**src/sv/alamouti_ofdm_combiner_macros.svh**
```systemverilog
`ifndef ALAMOUTI_OFDM_COMBINER_MACROS_SVH
`define ALAMOUTI_OFDM_COMBINER_MACROS_SVH
`ifndef SYNTHESIS
// checked only while out of reset
`define AOC_ASSERT(label, prop, msg) \
    label: assert property (@(posedge i_clk) disable iff (!i_rst_n) prop) else $error(msg);
// checked on every edge, reset included
`define AOC_ASSERT_RST(label, prop, msg) \
    label: assert property (@(posedge i_clk) prop) else $error(msg);
`else
`define AOC_ASSERT(label, prop, msg)
`define AOC_ASSERT_RST(label, prop, msg)
`endif
`endif

```
**src/sv/aoc_ram.sv**
```systemverilog
module aoc_ram #(
    parameter int  WIDTH  = 32,
    parameter int  DEPTH  = 100,
    localparam int ADDR_W = $clog2(DEPTH)
) (
    input  logic              i_clk,
    input  logic              i_wr_en,
    input  logic [ADDR_W-1:0] i_wr_addr,
    input  logic [WIDTH-1:0]  i_wr_data,
    input  logic              i_rd_en,
    input  logic [ADDR_W-1:0] i_rd_addr,
    output logic [WIDTH-1:0]  o_rd_data
);

    logic [WIDTH-1:0] r_mem [DEPTH];
    logic [WIDTH-1:0] r_rd_data;

    always_ff @(posedge i_clk) begin
        if (i_wr_en) begin
            r_mem[i_wr_addr] <= i_wr_data;
        end
        if (i_rd_en) begin
            r_rd_data <= r_mem[i_rd_addr];
        end
    end

    assign o_rd_data = r_rd_data;

endmodule

```
**config.mk**
```make
export PLATFORM = sky130hd
export DESIGN_NAME = aoc_ram
export DESIGN_NICKNAME = d
export VERILOG_FILES = /design/src/sv/alamouti_ofdm_combiner_macros.svh /design/src/sv/aoc_ram.sv
export SDC_FILE = /design/constraint.sdc
export NUM_CORES = 2
export LEC_CHECK = 0
export BUFFER_PORTS_ARGS = -buffer_cell sky130_fd_sc_hd__buf_2
export CAP_MARGIN = 20
export CORE_MARGIN = 2
export CORE_UTILIZATION = 45
export CTS_BUF_LIST = sky130_fd_sc_hd__clkbuf_4 sky130_fd_sc_hd__clkbuf_8
export CTS_CLUSTER_DIAMETER = 30
export DETAILED_ROUTE_END_ITERATION = 16
export PLACE_DENSITY = 0.69
export SLEW_MARGIN = 25
export SYNTH_ARGS = -nofsm -noshare
export SYNTH_HDL_FRONTEND = slang
export SYNTH_SLANG_ARGS = --single-unit
```
**constraint.sdc**
```tcl
create_clock -name i_clk -period 7.7 [get_ports i_clk]
set_input_delay 1.155 -clock i_clk [delete_from_list [all_inputs] [get_ports i_clk]]
set_output_delay 1.155 -clock i_clk [all_outputs]
set_load 0.02 [all_outputs]
```
==> results.ini <==
[routing]
vias=63300
drtIter0Drc=9818
wire_per_inst_um=34.1
first_pass_iters=6
drc_errors=0
postRouteAntennaNets=0
avgViaCountPerCell=6.29
routed_wl_um=343000

[die]
die_x_um=527
num_rows=192
io_pins=81
core_um2=273000
dieArea_um2=278000
die_h_um=527
initial_core_util_pct=45.2

[global_route]
antenna_found_initial=28
grt.overflow.total=0
grt_pass1_vias=62500
grt_max_degree=103
grt_pass1_wl_um=478000
global_route.usage.total_pct=24.4

[placement]
place_area_um2=129000
io_buffers=80
routabilityCongestion=0.897
dp_hpwl_um=188000

[logic_synthesis]
synth-seq-cells=3232
syn_avg_cell_area_um2=22.4
synth_nets=5551
synth_async_sr_flop_share_pct=0
synth_cell_type_count=56
ys_warn_count=0
synth_edf_count=3232
synthCells=5502
synth-seq-area-share_pct=78.8
netlist_area_um2=123000
synthFlopType=edfxtp_1

[clock_tree]
clk_pin_slew_worst_paths_ns=0.06
cts_buffers=537
cts-hold-fix-buffers=0
clockBufferDepth=4
clk_latency_ns=1.06
root_buffer=clkbuf_8
cts_sinks=3232
tritoncts=yes
cts_resized=0
cts_setup_buffers=0
cts_htree_levels=6

[timing]
rsz0062_at_grt=no
setup_viol=0
max_freq_mhz=246
period_share_pct=52.7
hold_viol_final=0
tightest_slew_ns=1.17
finalCriticalPeriod_ns=4.06
finClkSkew_ns=0.112
slew_headroom_pct=20.9
drv_slew=0
timing.setup.tns_ns=0

[worst_setup_path]
cp_top_family=compound AO/OA/AOI/OAI gates
cpMaxStageDelayCell=a221oi_1
worst_path_largest_cell_delay_ns=0.91
worstSetupPathType=in2reg
crit_top_cell=buf_12
cp_max_fo=102
critPathBufInv=2
start_kind=input port
rrSetupSlack_ns=4.74
cp_data_required_time_ns=8.41
r2r_start=r_mem[23][18]$_DFFE_PP_
crit_arrival_ns=4.77
worstSetupStartpoint=i_rd_addr[0]
critical_path_depth=7
rr_worst_depth=5
cp-end-kind=register
path_cells=buf_12 > buf_12 > mux4_2 > a22oi_1 > a21oi_1 > a221oi_1 > o21ai_1
reg2reg_to=o_rd_data[18]$_DFFE_PP_

[run_status]
status=completed

[job]
drv_cap=0

[hold_path]
min_from=i_wr_data[17]
hold_depth=1
hold_path.class=in2reg
hold_end=r_mem[48][17]$_DFFE_PP_

[layout]
num-fill-cells=20900
final_area_um2=140000
nNetsFinal=6098
mostFrequentLayoutCell=edfxtp_1
area_growth_pct=13.8
final_layout_size_suffix_gt1_share_pct=31.1
final_cell_mix=edfxtp_1 (3232), mux4_2 (723), clkbuf_8 (549), mux2i_1 (249), buf_4 (234)

[power_and_ir_drop]
ir_drop_v=0.000132
cellLeakagePower_nw=44.0
p_per_area_nw_per_um2=261

state kept, by name (all words and copies together), names as in the netlist:
signal,flops
r_mem,3200
o_rd_data,32
worst max path at each step:
stage / to / slack, ns
final: o_rd_data[18]$_DFFE_PP_ / 3.64
after global placement: o_rd_data[29]$_DFFE_PP_ / 2.26
after CTS: o_rd_data[24]$_DFFE_PP_ / 3.75
after detailed placement: o_rd_data[24]$_DFFE_PP_ / 2.68
after global routing: o_rd_data[18]$_DFFE_PP_ / 3.53
after floorplan: r_mem[57][0]$_DFFE_PP_ / 3.24
synth_stat cells (16+ instances only):
| cell type | n | area share, % |
|---|---|---|
| mux4_2 | 723 | 13 |
| a221oi_1 | 43 | 0.31 |
| nand4_1 | 30 | 0.15 |
| buf_2 | 96 | 0.39 |
| mux2i_1 | 249 | 2.0 |
| o21ai_1 | 16 | 0.065 |
| edfxtp_1 | 3232 | 79 |
| buf_6 | 28 | 0.26 |
| nand3_1 | 84 | 0.34 |
| nor3_1 | 28 | 0.11 |
| buf_4 | 44 | 0.27 |
| a22oi_1 | 195 | 1.2 |
| nand2_1 | 139 | 0.42 |
| o21ai_0 | 88 | 0.36 |
| clkbuf_1 | 119 | 0.36 |
| a21oi_1 | 30 | 0.12 |
| nor2_1 | 156 | 0.48 |
| o22ai_1 | 25 | 0.13 |
| a31oi_1 | 21 | 0.11 |
| nor2b_1 | 27 | 0.14 |
where the power goes:
group	switching [mW]	internal, mW	total [mW]
logic	1.23	0.583	1.81
registers	0.0513	19.5	19.5
clock network	6.88	8.48	15.4
final cells by class:
| type | instances | area, µm² | area share [%] |
|---|---|---|---|
| Multi-Input combinational cell | 1962 | 25300 | 18.0 |
| Timing Repair Buffer | 311 | 2530 | 1.80 |
| Inverter | 5 | 21.3 | 0.0152 |
| Clock inverter | 258 | 2260 | 1.61 |
| Clock buffer | 685 | 8580 | 6.11 |
| Antenna cell | 19 | 47.5 | 0.0339 |
| Tap cell | 3589 | 4490 | 3.20 |
| Sequential cell | 3232 | 97100 | 69.2 |
logic make-up after synthesis:
logic type      count (synthesis)  synth area share (%)
flops                        3232                  78.8
mux                           977                  15.3
simple gates                  496                  1.81
compound gates                489                  2.77
buf+inv                       308                  1.38
through the flow:
step	hold slack, ns	utilization [%]	instances	setup slack [ns]	total power [mW]
finish	0.351	51.4	10100	3.64	36.7
global route	0.309	51.4	10100	3.53	37.6
CTS	0.269	51.4	10000	3.75	36.8
detailed placement	0.825	47.4	9098	2.68	21.7
global placement	0.803	47.4	9095	2.26	21.6
floorplan	0.750	-	5502	3.24	20.8
layer usage:
| metal | vias to the layer above | wire, µm | track usage (%) |
|---|---|---|---|
| li1 | 24600 | - | - |
| met1 | 33600 | 125000 | 33.0 |
| met2 | 4440 | 161000 | 37.8 |
| met3 | 674 | 40700 | 5.90 |
| met4 | 6 | 16300 | 11.0 |
| met5 | - | 47 | 0 |
Power figures use the tool's default switching activity.
